$ cat config.mk
export PLATFORM = sky130hd
export DESIGN_NAME = text_console_cursor_engine
export DESIGN_NICKNAME = d
export VERILOG_FILES = /design/src/rtl/tcce_pkg.sv /design/src/rtl/text_console_cursor_engine.sv /design/src/rtl/tcce_regs.sv /design/src/rtl/tcce_front.sv /design/src/rtl/tcce_queue.sv /design/src/rtl/tcce_back.sv
export SDC_FILE = /design/constraint.sdc
export NUM_CORES = 2
export LEC_CHECK = 0
export ABC_AREA = 1
export ABC_CLOCK_PERIOD_IN_PS = 7900
export BUFFER_PORTS_ARGS = -buffer_cell sky130_fd_sc_hd__buf_2
export CORE_MARGIN = 2
export CORE_UTILIZATION = 40
export CTS_CLUSTER_DIAMETER = 40
export DETAILED_ROUTE_END_ITERATION = 8
export PLACE_DENSITY = 0.6
export SYNTH_ARGS = -nofsm -noshare
export SYNTH_HDL_FRONTEND = slang
export SYNTH_SLANG_ARGS = --single-unit
$ cat constraint.sdc
create_clock -name clk -period 7.9 [get_ports clk]
set_input_delay 0.79 -clock clk [delete_from_list [all_inputs] [get_ports clk]]
set_output_delay 0.79 -clock clk [all_outputs]
set_load 0.1 [all_outputs]
$ cat src/rtl/tcce_pkg.sv
package tcce_pkg;

  // widths fixed by the item formats
  localparam int BYTE_W   = 8;
  localparam int PIX_W    = 13;
  localparam int ARGB_W   = 32;
  localparam int COL_W    = 9;
  localparam int ROW_W    = 9;
  localparam int NCOLS_W  = 10;
  localparam int NROWS_W  = 9;
  localparam int LEFT_W   = 9;
  localparam int TOP_W    = 8;
  localparam int CNT_W    = 3;

  localparam int CELL_WIDTH_DEF  = 8;
  localparam int CELL_HEIGHT_DEF = 16;
  localparam int QUEUE_DEPTH_DEF = 4;

  localparam int MAX_RESULTS = 5;
  localparam int TAB_SPACES  = 4;

  localparam logic [7:0] ASCII_LIMIT  = 8'h80;
  localparam logic [7:0] LEAD_MASK    = 8'hE0;
  localparam logic [7:0] LEAD_MATCH   = 8'hC0;
  localparam logic [7:0] LEAD_C3      = 8'hC3;
  localparam logic [7:0] LEAD_C4      = 8'hC4;
  localparam logic [7:0] LEAD_C5      = 8'hC5;
  localparam logic [7:0] OPACITY_FULL = 8'd255;
  localparam logic [7:0] CH_QUESTION  = 8'h3F;
  localparam logic [7:0] CH_TAB       = 8'd9;
  localparam logic [7:0] CH_LF        = 8'd10;
  localparam logic [7:0] CH_CR        = 8'd13;
  localparam logic [7:0] CH_SPACE     = 8'd32;

  typedef enum logic [1:0] {
    CMD_UTF8 = 2'd0,
    CMD_RAW  = 2'd1,
    CMD_HOME = 2'd2,
    CMD_NONE = 2'd3
  } cmd_t;

  typedef enum logic [2:0] {
    REG_COLUMNS = 3'd0,
    REG_ROWS    = 3'd1,
    REG_LEFT    = 3'd2,
    REG_TOP     = 3'd3,
    REG_FG      = 3'd4,
    REG_BG      = 3'd5,
    REG_OPACITY = 3'd6
  } reg_idx_t;

  typedef enum logic [2:0] {
    OP_HOME,
    OP_CR,
    OP_LF,
    OP_TAB,
    OP_CELL
  } op_kind_t;

  typedef struct packed {
    op_kind_t         kind;
    logic [BYTE_W-1:0] glyph;
  } op_t;

  typedef enum logic [1:0] {
    BK_IDLE,
    BK_CELL,
    BK_SCROLL
  } back_state_t;

  typedef enum logic {
    EV_CELL   = 1'b0,
    EV_SCROLL = 1'b1
  } event_kind_t;

  typedef struct packed {
    logic [NCOLS_W-1:0] cols;
    logic [NROWS_W-1:0] rows;
    logic [LEFT_W-1:0]  left;
    logic [TOP_W-1:0]   top;
    logic [ARGB_W-1:0]  fg;
    logic [ARGB_W-1:0]  bg;
  } cfg_view_t;

  typedef struct packed {
    event_kind_t        kind;
    logic [PIX_W-1:0]   px;
    logic [PIX_W-1:0]   py;
    logic [BYTE_W-1:0]  glyph;
    logic [ARGB_W-1:0]  fore;
    logic [ARGB_W-1:0]  back;
    logic               last;
  } result_t;

endpackage

$ cat src/rtl/text_console_cursor_engine.sv
// Text console cursor engine. Console bytes come in on the in_ stream (tuser
// = command, tdata = byte, tlast = last byte of a string) and cell draws and
// scroll events leave on the out_ stream, at most one result per cycle while
// out_tready is high. An item is accepted in every cycle while the op queue
// between decoder and sequencer (four deep by default) has room; the decoder
// never stalls. The back end pops a printable character, draws its cell, then
// scrolls if it wrapped on the last row; a tab is popped, then expanded one
// result at a time; newline, carriage return and home act at the pop, a
// newline on the last row emitting a scroll. No op is popped until all results
// of the last one are emitted. Region geometry, colours and opacity must be
// written over the APB port only while the block is idle (not enforced by the
// block); scaled colours are registered and follow a write in the next cycle.
module text_console_cursor_engine
  import tcce_pkg::*;
#(
  parameter int CELL_WIDTH  = CELL_WIDTH_DEF,
  parameter int CELL_HEIGHT = CELL_HEIGHT_DEF,
  parameter int QUEUE_DEPTH = QUEUE_DEPTH_DEF
) (
  input  logic         clk,
  input  logic         rst_n,
  // input stream
  input  logic         in_tvalid,
  output logic         in_tready,
  input  logic [7:0]   in_tdata,   // [7:0] byte_value
  input  logic [1:0]   in_tuser,   // [1:0] cmd
  input  logic         in_tlast,   // string_end
  // result stream
  output logic         out_tvalid,
  input  logic         out_tready,
  output logic [103:0] out_tdata,  // [12:0] pixel_x, [25:13] pixel_y, [33:26] glyph_code,
                                   // [65:34] fore_out, [97:66] back_out, rest zero
  output logic         out_tuser,  // event_kind
  output logic         out_tlast,  // final_event
  // configuration
  input  logic         cfg_psel,
  input  logic         cfg_penable,
  input  logic         cfg_pwrite,
  input  logic [4:0]   cfg_paddr,
  input  logic [31:0]  cfg_pwdata,
  output logic [31:0]  cfg_prdata,
  output logic         cfg_pready
);

  cfg_view_t cfg_view;
  op_t       push_op, q_head;
  logic      push, q_pop, q_empty, q_full;
  result_t   res;

  tcce_regs u_regs (
    .clk     (clk),
    .rst_n   (rst_n),
    .psel    (cfg_psel),
    .penable (cfg_penable),
    .pwrite  (cfg_pwrite),
    .paddr   (cfg_paddr),
    .pwdata  (cfg_pwdata),
    .prdata  (cfg_prdata),
    .pready  (cfg_pready),
    .view    (cfg_view)
  );

  // front: UTF-8 decode, lead byte held here, bytes classified into ops
  tcce_front u_front (
    .clk      (clk),
    .rst_n    (rst_n),
    .in_valid (in_tvalid),
    .in_cmd   (in_tuser),
    .in_byte  (in_tdata),
    .in_end   (in_tlast),
    .q_full   (q_full),
    .in_ready (in_tready),
    .push     (push),
    .op       (push_op)
  );

  tcce_queue #(
    .DEPTH (QUEUE_DEPTH)
  ) u_queue (
    .clk     (clk),
    .rst_n   (rst_n),
    .push    (push),
    .push_op (push_op),
    .pop     (q_pop),
    .head    (q_head),
    .empty   (q_empty),
    .full    (q_full)
  );

  // back: cursor, wrap and scroll, tab expansion, at most one result per cycle while out_ready is high
  tcce_back #(
    .CELL_WIDTH  (CELL_WIDTH),
    .CELL_HEIGHT (CELL_HEIGHT)
  ) u_back (
    .clk       (clk),
    .rst_n     (rst_n),
    .cfg       (cfg_view),
    .q_head    (q_head),
    .q_empty   (q_empty),
    .q_pop     (q_pop),
    .out_valid (out_tvalid),
    .out_ready (out_tready),
    .out_data  (res)
  );

  assign out_tdata = {6'd0, res.back, res.fore, res.glyph, res.py, res.px};
  assign out_tuser = res.kind;
  assign out_tlast = res.last;

  // a scroll carries no x position, glyph or fore colour
  a_scroll_blank: assert property (@(posedge clk) disable iff (!rst_n)
    out_tvalid && out_tuser == EV_SCROLL |->
      out_tdata[12:0] == '0 && out_tdata[33:26] == '0 && out_tdata[65:34] == '0)
    else $error("scroll event with cell payload");

  // control codes never reach a cell draw
  a_no_ctrl_cell: assert property (@(posedge clk) disable iff (!rst_n)
    out_tvalid && out_tuser == EV_CELL |->
      out_tdata[33:26] != CH_LF && out_tdata[33:26] != CH_CR &&
      out_tdata[33:26] != CH_TAB)
    else $error("control code drawn as a cell");

  // the results of one item leave back to back
  a_run_unbroken: assert property (@(posedge clk) disable iff (!rst_n)
    out_tvalid && out_tready && !out_tlast |=> out_tvalid)
    else $error("gap inside the results of one item");

  // no op is dropped at the queue
  a_no_overflow: assert property (@(posedge clk) disable iff (!rst_n)
    push |-> !q_full)
    else $error("op pushed into a full queue");

endmodule

$ cat src/rtl/tcce_regs.sv
module tcce_regs
  import tcce_pkg::*;
(
  input  logic        clk,
  input  logic        rst_n,
  input  logic        psel,
  input  logic        penable,
  input  logic        pwrite,
  input  logic [4:0]  paddr,
  input  logic [31:0] pwdata,
  output logic [31:0] prdata,
  output logic        pready,
  output cfg_view_t   view
);

  logic [NCOLS_W-1:0] cols_r;
  logic [NROWS_W-1:0] rows_r;
  logic [LEFT_W-1:0]  left_r;
  logic [TOP_W-1:0]   top_r;
  logic [ARGB_W-1:0]  fg_r, bg_r;
  logic [7:0]         opa_r;
  logic [ARGB_W-1:0]  fg_scaled_r, bg_scaled_r;
  reg_idx_t           idx;
  logic               wr;

  // floor(c * lv / 255) by reciprocal: exact for all 8-bit by 8-bit products
  function automatic logic [7:0] scale_chan(input logic [7:0] c, input logic [7:0] lv);
    logic [15:0] p;
    logic [16:0] s;
    p = 16'(c) * 16'(lv);
    s = {1'b0, p} + 17'(p[15:8]) + 17'd1;
    return s[15:8];
  endfunction

  function automatic logic [31:0] scale_argb(input logic [31:0] c, input logic [7:0] lv);
    if (lv == OPACITY_FULL) return c;
    return {c[31:24], scale_chan(c[23:16], lv), scale_chan(c[15:8], lv),
            scale_chan(c[7:0], lv)};
  endfunction

  assign idx    = reg_idx_t'(paddr[4:2]);
  assign wr     = psel && penable && pwrite;
  assign pready = 1'b1;

  always_ff @(posedge clk) begin
    if (!rst_n) begin
      cols_r <= NCOLS_W'(80);
      rows_r <= NROWS_W'(25);
      left_r <= '0;
      top_r  <= '0;
      fg_r   <= 32'h00FF_FFFF;
      bg_r   <= '0;
      opa_r  <= OPACITY_FULL;
    end else if (wr) begin
      case (idx)
        REG_COLUMNS: cols_r <= pwdata[NCOLS_W-1:0];
        REG_ROWS:    rows_r <= pwdata[NROWS_W-1:0];
        REG_LEFT:    left_r <= pwdata[LEFT_W-1:0];
        REG_TOP:     top_r  <= pwdata[TOP_W-1:0];
        REG_FG:      fg_r   <= pwdata;
        REG_BG:      bg_r   <= pwdata;
        REG_OPACITY: opa_r  <= pwdata[7:0];
        default: ;
      endcase
    end
  end

  // scaled colours are registered and follow the registers in the next cycle
  always_ff @(posedge clk) begin
    fg_scaled_r <= scale_argb(fg_r, opa_r);
    bg_scaled_r <= scale_argb(bg_r, opa_r);
  end

  always_comb begin
    case (idx)
      REG_COLUMNS: prdata = 32'(cols_r);
      REG_ROWS:    prdata = 32'(rows_r);
      REG_LEFT:    prdata = 32'(left_r);
      REG_TOP:     prdata = 32'(top_r);
      REG_FG:      prdata = fg_r;
      REG_BG:      prdata = bg_r;
      REG_OPACITY: prdata = 32'(opa_r);
      default:     prdata = '0;
    endcase
  end

  assign view = '{cols: cols_r, rows: rows_r, left: left_r, top: top_r,
                  fg: fg_scaled_r, bg: bg_scaled_r};

endmodule

$ cat src/rtl/tcce_front.sv
module tcce_front
  import tcce_pkg::*;
(
  input  logic              clk,
  input  logic              rst_n,
  input  logic              in_valid,
  input  logic [1:0]        in_cmd,
  input  logic [BYTE_W-1:0] in_byte,
  input  logic              in_end,
  input  logic              q_full,
  output logic              in_ready,
  output logic              push,
  output op_t               op
);

  logic [BYTE_W-1:0] lead_r, lead_nxt;
  logic              waiting_r, waiting_nxt;
  logic              accept;
  logic              have_code;
  logic [BYTE_W-1:0] code;
  cmd_t              cmd;

  function automatic logic [7:0] pair_code(input logic [7:0] a, input logic [7:0] b);
    logic [7:0] r;
    r = CH_QUESTION;
    if (a == LEAD_C3) begin
      case (b)
        8'h87: r = 8'd195;
        8'hA7: r = 8'd231;
        8'h96: r = 8'd214;
        8'hB6: r = 8'd246;
        8'h9C: r = 8'd220;
        8'hBC: r = 8'd252;
        default: r = CH_QUESTION;
      endcase
    end else if (a == LEAD_C4) begin
      case (b)
        8'h9E: r = 8'd196;
        8'h9F: r = 8'd240;
        8'hB0: r = 8'd197;
        8'hB1: r = 8'd253;
        default: r = CH_QUESTION;
      endcase
    end else if (a == LEAD_C5) begin
      case (b)
        8'h9E: r = 8'd222;
        8'h9F: r = 8'd254;
        default: r = CH_QUESTION;
      endcase
    end
    return r;
  endfunction

  assign in_ready = !q_full;
  assign accept   = in_valid && in_ready;
  assign cmd      = cmd_t'(in_cmd);

  always_comb begin
    lead_nxt    = lead_r;
    waiting_nxt = waiting_r;
    have_code   = 1'b0;
    code        = in_byte;
    push        = 1'b0;
    op          = '{kind: OP_CELL, glyph: in_byte};
    if (accept) begin
      case (cmd)
        CMD_UTF8: begin
          have_code = 1'b1;
          if (waiting_r) begin
            waiting_nxt = 1'b0;
            code        = pair_code(lead_r, in_byte);
          end else if (in_byte < ASCII_LIMIT) begin
            code = in_byte;
          end else if ((in_byte & LEAD_MASK) == LEAD_MATCH) begin
            if (in_end) begin
              code = CH_QUESTION;
            end else begin
              have_code   = 1'b0;
              lead_nxt    = in_byte;
              waiting_nxt = 1'b1;
            end
          end else begin
            code = CH_QUESTION;
          end
        end
        CMD_RAW: begin
          have_code = 1'b1;
          code      = in_byte;
        end
        CMD_HOME: begin
          waiting_nxt = 1'b0;
          lead_nxt    = '0;
          push        = 1'b1;
          op.kind     = OP_HOME;
        end
        default: ;
      endcase
      if (have_code) begin
        push     = 1'b1;
        op.glyph = code;
        if (code == CH_LF)       op.kind = OP_LF;
        else if (code == CH_CR)  op.kind = OP_CR;
        else if (code == CH_TAB) op.kind = OP_TAB;
        else                     op.kind = OP_CELL;
      end
    end
  end

  always_ff @(posedge clk) begin
    if (!rst_n) begin
      lead_r    <= '0;
      waiting_r <= 1'b0;
    end else begin
      lead_r    <= lead_nxt;
      waiting_r <= waiting_nxt;
    end
  end

endmodule

$ cat src/rtl/tcce_queue.sv
module tcce_queue
  import tcce_pkg::*;
#(
  parameter int DEPTH = QUEUE_DEPTH_DEF
) (
  input  logic clk,
  input  logic rst_n,
  input  logic push,
  input  op_t  push_op,
  input  logic pop,
  output op_t  head,
  output logic empty,
  output logic full
);

  localparam int PTR_W = (DEPTH > 1) ? $clog2(DEPTH) : 1;
  localparam int CNT_QW = $clog2(DEPTH + 1);

  op_t               mem_r [DEPTH];
  logic [PTR_W-1:0]  wr_ptr_r, rd_ptr_r;
  logic [CNT_QW-1:0] count_r;
  logic              do_push, do_pop;

  assign empty   = (count_r == '0);
  assign full    = (count_r == CNT_QW'(DEPTH));
  assign do_push = push && !full;
  assign do_pop  = pop && !empty;
  assign head    = mem_r[rd_ptr_r];

  always_ff @(posedge clk) begin
    if (do_push) mem_r[wr_ptr_r] <= push_op;
  end

  always_ff @(posedge clk) begin
    if (!rst_n) begin
      wr_ptr_r <= '0;
      rd_ptr_r <= '0;
      count_r  <= '0;
    end else begin
      if (do_push)
        wr_ptr_r <= (wr_ptr_r == PTR_W'(DEPTH - 1)) ? '0 : wr_ptr_r + PTR_W'(1);
      if (do_pop)
        rd_ptr_r <= (rd_ptr_r == PTR_W'(DEPTH - 1)) ? '0 : rd_ptr_r + PTR_W'(1);
      if (do_push && !do_pop)      count_r <= count_r + CNT_QW'(1);
      else if (do_pop && !do_push) count_r <= count_r - CNT_QW'(1);
    end
  end

endmodule

$ cat src/rtl/tcce_back.sv
module tcce_back
  import tcce_pkg::*;
#(
  parameter int CELL_WIDTH  = CELL_WIDTH_DEF,
  parameter int CELL_HEIGHT = CELL_HEIGHT_DEF
) (
  input  logic      clk,
  input  logic      rst_n,
  input  cfg_view_t cfg,
  input  op_t       q_head,
  input  logic      q_empty,
  output logic      q_pop,
  output logic      out_valid,
  input  logic      out_ready,
  output result_t   out_data
);

  back_state_t       state_r, state_nxt;
  logic [COL_W-1:0]  col_r, col_nxt;
  logic [ROW_W-1:0]  row_r, row_nxt;
  logic [BYTE_W-1:0] glyph_r, glyph_nxt;
  logic [2:0]        spaces_r, spaces_nxt;
  logic [CNT_W-1:0]  cnt_r, cnt_nxt;
  logic              more_r, more_nxt;
  logic              out_valid_r, out_valid_nxt;
  result_t           out_data_r, out_data_nxt;

  logic              slot_free, emit;
  result_t           em, scroll_res;
  logic [NCOLS_W-1:0] col_p1, ncol_p1;
  logic [NROWS_W:0]  row_p1, nrow_p1;
  logic              wrap, row_hit, sc;
  logic [COL_W-1:0]  new_col;
  logic [ROW_W-1:0]  new_row;
  logic [3:0]        need_next, cnt_after;
  logic              more;
  logic [NCOLS_W-1:0] sum_x, sum_y;
  logic [31:0]       px_full, py_full, pys_full;

  assign slot_free = !out_valid_r || out_ready;

  always_comb begin
    col_p1  = {1'b0, col_r} + NCOLS_W'(1);
    row_p1  = {1'b0, row_r} + 10'd1;
    wrap    = col_p1 >= cfg.cols;
    row_hit = row_p1 >= {1'b0, cfg.rows};
    sc      = wrap && row_hit;
    new_col = wrap ? '0 : col_p1[COL_W-1:0];
    // a scroll puts the row back where it was
    new_row = (wrap && !sc) ? row_p1[ROW_W-1:0] : row_r;
    ncol_p1 = {1'b0, new_col} + NCOLS_W'(1);
    nrow_p1 = {1'b0, new_row} + 10'd1;
    need_next = 4'd1 + 4'((ncol_p1 >= cfg.cols) && (nrow_p1 >= {1'b0, cfg.rows}));
    cnt_after = {1'b0, cnt_r} + 4'd1 + 4'(sc);
    more      = (spaces_r > 3'd1) && ((cnt_after + need_next) <= 4'(MAX_RESULTS));

    sum_x    = 10'(cfg.left) + 10'(col_r);
    sum_y    = 10'(cfg.top) + 10'(row_r);
    px_full  = 32'(sum_x) * 32'(CELL_WIDTH);
    py_full  = 32'(sum_y) * 32'(CELL_HEIGHT);
    pys_full = 32'(cfg.top) * 32'(CELL_HEIGHT);

    scroll_res = '{kind: EV_SCROLL, px: '0, py: pys_full[PIX_W-1:0], glyph: '0,
                   fore: '0, back: '0, last: 1'b1};
  end

  always_comb begin
    state_nxt  = state_r;
    col_nxt    = col_r;
    row_nxt    = row_r;
    glyph_nxt  = glyph_r;
    spaces_nxt = spaces_r;
    cnt_nxt    = cnt_r;
    more_nxt   = more_r;
    q_pop      = 1'b0;
    emit       = 1'b0;
    em         = scroll_res;

    case (state_r)
      BK_IDLE: begin
        if (slot_free && !q_empty) begin
          q_pop = 1'b1;
          case (q_head.kind)
            OP_HOME: begin
              col_nxt = '0;
              row_nxt = '0;
            end
            OP_CR: col_nxt = '0;
            OP_LF: begin
              col_nxt = '0;
              if (row_hit) emit = 1'b1;
              else         row_nxt = row_p1[ROW_W-1:0];
            end
            OP_TAB: begin
              glyph_nxt  = CH_SPACE;
              spaces_nxt = 3'(TAB_SPACES);
              cnt_nxt    = '0;
              state_nxt  = BK_CELL;
            end
            OP_CELL: begin
              glyph_nxt  = q_head.glyph;
              spaces_nxt = 3'd1;
              cnt_nxt    = '0;
              state_nxt  = BK_CELL;
            end
            default: ;
          endcase
        end
      end
      BK_CELL: begin
        if (slot_free) begin
          emit       = 1'b1;
          em         = '{kind: EV_CELL, px: px_full[PIX_W-1:0], py: py_full[PIX_W-1:0],
                         glyph: glyph_r, fore: cfg.fg, back: cfg.bg, last: !sc && !more};
          col_nxt    = new_col;
          row_nxt    = new_row;
          cnt_nxt    = cnt_after[CNT_W-1:0];
          spaces_nxt = spaces_r - 3'd1;
          more_nxt   = more;
          if (sc)        state_nxt = BK_SCROLL;
          else if (more) state_nxt = BK_CELL;
          else           state_nxt = BK_IDLE;
        end
      end
      BK_SCROLL: begin
        if (slot_free) begin
          emit      = 1'b1;
          em.last   = !more_r;
          state_nxt = more_r ? BK_CELL : BK_IDLE;
        end
      end
      default: state_nxt = BK_IDLE;
    endcase

    out_valid_nxt = out_valid_r;
    out_data_nxt  = out_data_r;
    if (slot_free) begin
      out_valid_nxt = emit;
      out_data_nxt  = em;
    end
  end

  always_ff @(posedge clk) begin
    if (!rst_n) begin
      state_r     <= BK_IDLE;
      col_r       <= '0;
      row_r       <= '0;
      spaces_r    <= '0;
      cnt_r       <= '0;
      more_r      <= 1'b0;
      out_valid_r <= 1'b0;
    end else begin
      state_r     <= state_nxt;
      col_r       <= col_nxt;
      row_r       <= row_nxt;
      spaces_r    <= spaces_nxt;
      cnt_r       <= cnt_nxt;
      more_r      <= more_nxt;
      out_valid_r <= out_valid_nxt;
    end
  end

  always_ff @(posedge clk) begin
    glyph_r    <= glyph_nxt;
    out_data_r <= out_data_nxt;
  end

  assign out_valid = out_valid_r;
  assign out_data  = out_data_r;

endmodule
==> impl_summary.txt <==
----------------------------------------------------
[Setup path]
  Capturing element type of the critical path ... flip-flop
  Worst reg2reg path depth ... 39
  FF-to-FF setup slack ... between 0.8 and 0.9 ns
  Critical path startpoint category ... flip-flop
  Endpoint required time on the critical path ... 8.29 ns
  Worst R2R End ... u_back.out_data[0]$_DFFE_PN_
  Slowest stage cell on the critical path ... dfxtp_1
  WP data arrival ... around 7.4 ns
  Largest stage delay on the critical path ... between 0.4 and 0.5 ns
  Critical path peak fanout ... 11
  Startpoint of the worst-slack reg-to-reg timing path ... u_back.col_r[0]$_SDFFE_PN0P_
  Crit path buf inv count ... 8
  Cell family with most CP delay ... simple AND/OR/NAND/NOR gates
  Type of the worst setup path ... reg2reg
  Most frequent CP cell ... inv_1

[Yosys]
  Post-synthesis cell count ... 4447
  Share of the synthesized area in the top cell type ... 13.50%
  Mean Syn Cell Area ... roughly 7.3 sq um
  Leading cell types by count after synthesis ... nand2_1, inv_1, ha_1
  Area of the mapped netlist ... between 30000 and 40000 sq um
  Most common flop cell mapped by yosys ... dfxtp_1
  Synth top area cells ... fa_1, dfxtp_1, edfxtp_1
  EDFF count, synth ... 145
  Area leader, netlist ... fa_1
  Sequential share of the synthesized area ... 26.73%
  Yosys warns ... 0
  Cell variety after synth ... 54
  Cell with the most instances after synthesis ... nand2_1
  Synth async-reset ratio ... 0%
  Synthesized flop and latch total ... 363

[Detailed routing]
  Detailed-routing iteration count for the pre-antenna-repair pass ... 6
  Vias post-DR ... about 28000
  Count of routing violations after the opening detailed-route iteration ... 1800
  Drc violations ... 0
  Total Wirelength ... 89860 um
  Met2 WL post-DR ... approximately 40000 um
  Met1 wire length ... between 40000 and 50000 um
  Detailed-route vias per instance ... approximately 4.9
  Total length of routed met3 wires ... 5492 um
  Post-route ant nets ... 0
  Post-detailed-route wirelength per cell ... roughly 16 um
  Top layer in use ... met5

[CTS]
  Inserted Clock Buffers ... approximately 60
  Clk slew on worst S/H paths ... about 0.060 ns
  Clock sink count ... around 360
  Clock insertion delay at the later pin of the skew report ... between 0.6 and 0.7 ns
  Hold Buf Count CTS ... 0
  Worst-case clock buffer depth ... 3
  TritonCTS clock tree ... done
  Cell chosen for the clock root ... clkbuf_16
  H-tree Lvls ... 2

[Floorplanning]
  Total Die Area ... 83850 sq um
  Row cnt ... approximately 100
  Number of top-level pins ... approximately 200
  Initial cell density of the core ... just over 40%
  Core footprint ... around 80000 sq um
  Die width ... a little under 300 um
  Height of the chip ... 289.6 um

[STA]
  Crit path setup slack, layout ... between 0.8 and 0.9 ns
  Final number of hold-violating endpoints ... 0
  Measured slew at the worst slew-check pin ... 1.156 ns
  RSZ-0062 raised after global routing ... false
  Max Clock Skew ... approximately 0.055 ns
  Achievable clock frequency ... approximately 140 MHz
  Number of failing setup endpoints in the final timing report ... 0
  Worst rel slew slack ... a little under a quarter
  Tcrit/Tclk final ... between 80% and 90%
  Minimum period implied by the final worst setup slack ... ~7 ns
  Final max-slew violation count ... 0
  Sum Neg Setup Slack ... 0 ns

[Placement]
  Final HPWL DP ... ~68000 um
  Routability Congestion ... 0.8981
  Placement Cell Area ... ~34000 sq um
  Count of input and output buffers ... about 180
  Worst setup slack after placement ... between 0.8 and 0.9 ns

[Power]
  Leakage Power ... between 20 and 25 nW
  Power per standard cell area ... 251.9 nW/um^2
  Tot Pwr ... between 9 and 10 mW
  Maximum resistive drop on vdd ... about 0.17 mV

[Layout]
  Finished Cell Area ... between 30000 and 40000 sq um
  Layout net count ... around 5200
  Multi-input gate area in the final layout ... 19740 sq um
  Proportion of layout cells with a drive suffix above 1 ... around 8.3%
  Area taken by flip-flops and latches ... approximately 8700 sq um
  Number of inserted filler cells in the final layout ... a little over 8000
  Area grow syn2layout ... 12.02%

[Min path]
  Class of the worst hold path ... reg2reg
  Hold endpoint ... u_regs.bg_scaled_r[24]$_DFF_P_
  Hold path cells ... 0
  Min-delay src ... u_regs.bg_r[24]$_SDFFE_PN0P_

[Run status]
  Result of the run ... finished clean

[Global routing]
  Number of global-route vias before repair ... approximately 27000
  Global-route wire length before repair ... roughly 140000 um
  Largest net degree at the start of global routing ... 75
  GR Overflow Total ... 0
  Initial antenna violation count ... 6
  Global-route total usage across every layer ... 21.55%

[Run]
  Number of max-cap violations ... 0

----------------------------------------------------
[metrics by stage]
step | std cells | util, % | hold slack (ns)
CTS | 5659 | 45.28 | 0.3401
global placement | 5545 | 42.59 | 0.3538
global route | 5659 | 45.28 | 0.3617
floorplan | 4459 | - | 0.3469
detailed placement | 5545 | 42.59 | 0.3563
finish | 5661 | 45.29 | 0.3648
[cell families after synthesis]
logic type	count (synthesis)	share of synthesized area (%)
AO/OA/AOI/OAI	523	8.926
XOR/XNOR	67	1.799
adder cells (fa/ha/maj)	553	26.28
other	2	0.02302
AND/OR/NAND/NOR	1828	23.24
flip-flops	363	26.73
buffers and inverters	1111	13.00
[worst max path at each step]
stage	start	end	slack, ns	depth (start not counted)
2_1_floorplan	u_back.col_r[0]$_SDFFE_PN0P_	u_back.out_data[0]$_DFFE_PN_	1.99	40
3_3_place_gp	u_back.col_r[0]$_SDFFE_PN0P_	u_back.out_data[0]$_DFFE_PN_	0.86	39
3_5_place_dp	u_back.col_r[0]$_SDFFE_PN0P_	u_back.out_data[0]$_DFFE_PN_	0.83	39
4_1_cts	u_back.col_r[0]$_SDFFE_PN0P_	u_back.out_data[0]$_DFFE_PN_	0.79	39
5_1_grt	u_back.col_r[0]$_SDFFE_PN0P_	u_back.out_data[0]$_DFFE_PN_	0.08	39
6_report	u_back.col_r[0]$_SDFFE_PN0P_	u_back.out_data[0]$_DFFE_PN_	0.87	39
[area by class of cell]
class	instances	share of cell area [%]
flip-flops and latches	363	23.89
clock buffers	74	4.654
repair buffers	199	2.870
clock inverters	40	1.277
well taps	1060	3.630
inverters	938	9.643
diodes	2	0.01370
multi-input cells	2985	54.03
[routing by layer]
metal | global-route usage, % | vias up
met4 | 6.987 | 6
met3 | 3.210 | 139
li1 | - | 14030
met1 | 29.94 | 13120
met5 | 0 | -
met2 | 34.45 | 722
[worst register-to-register path: cells and delay by family (launching register included)]
kind	cells	cell delay [ns]
AOI/OAI and AO/OA	7	1.08
xor gates and xnor gates	2	0.43
adders and majority gates	6	1.56
buffers and inverters	8	0.59
DFF	1	0.43
and+or+nand+nor	16	2.72
[what timing repair did]
item | in CTS | in global routing
endpoints found under the setup margin | 0 | 1
gates resized for setup | 0 | 1
buffers inserted | 0 | 0
[flip-flops by register name (all words and copies together) (netlist names), 9 cells and up, named ones only]
signal and count:
u_back.out_data 93, u_queue.mem_r 44, u_regs.bg_r 32, u_regs.bg_scaled_r 32
u_regs.fg_r 32, u_regs.fg_scaled_r 32, u_regs.cols_r 10, u_back.col_r 9
u_back.row_r 9, u_regs.left_r 9, u_regs.rows_r 9
[cell usage in the layout, fill, tap and decap left out, drive strengths merged, types with 2 or more instances in the layout]
| cell type | count |
|---|---|
| clkinvlp | 4 |
| nand3 | 244 |
| a31oi | 5 |
| a221oi | 9 |
| o21ai | 221 |
| clkbuf | 74 |
| xnor2 | 22 |
| o22ai | 22 |
| o2111ai | 4 |
| o221ai | 3 |
| o211ai | 7 |
| conb | 14 |
| o211a | 3 |
| a22o | 17 |
| xor2 | 45 |
| nor2 | 338 |
| a21oi | 200 |
| nand4 | 47 |
| buf | 199 |
| fa | 220 |
| o21bai | 11 |
| inv | 953 |
| edfxtp | 145 |
| nor4 | 3 |
| nand3b | 8 |
| ha | 333 |
| nand2 | 1153 |
| a21o | 5 |
| clkinv | 19 |
| dfxtp | 218 |
| bufinv | 2 |
| a22oi | 2 |
| nor3 | 29 |
| or2 | 4 |
| a211oi | 7 |
| diode | 2 |
| o21a | 4 |
[where the power goes]
group / leakage, nW / internal, mW / switching [mW]
logic: 16.0 / 1.13 / 2.99
clock network: 1.05 / 1.65 / 1.07
registers: 3.36 / 2.21 / 0.151
total: 20.4 / 4.99 / 4.21
Note: power is estimated with default switching activity, not from simulation.
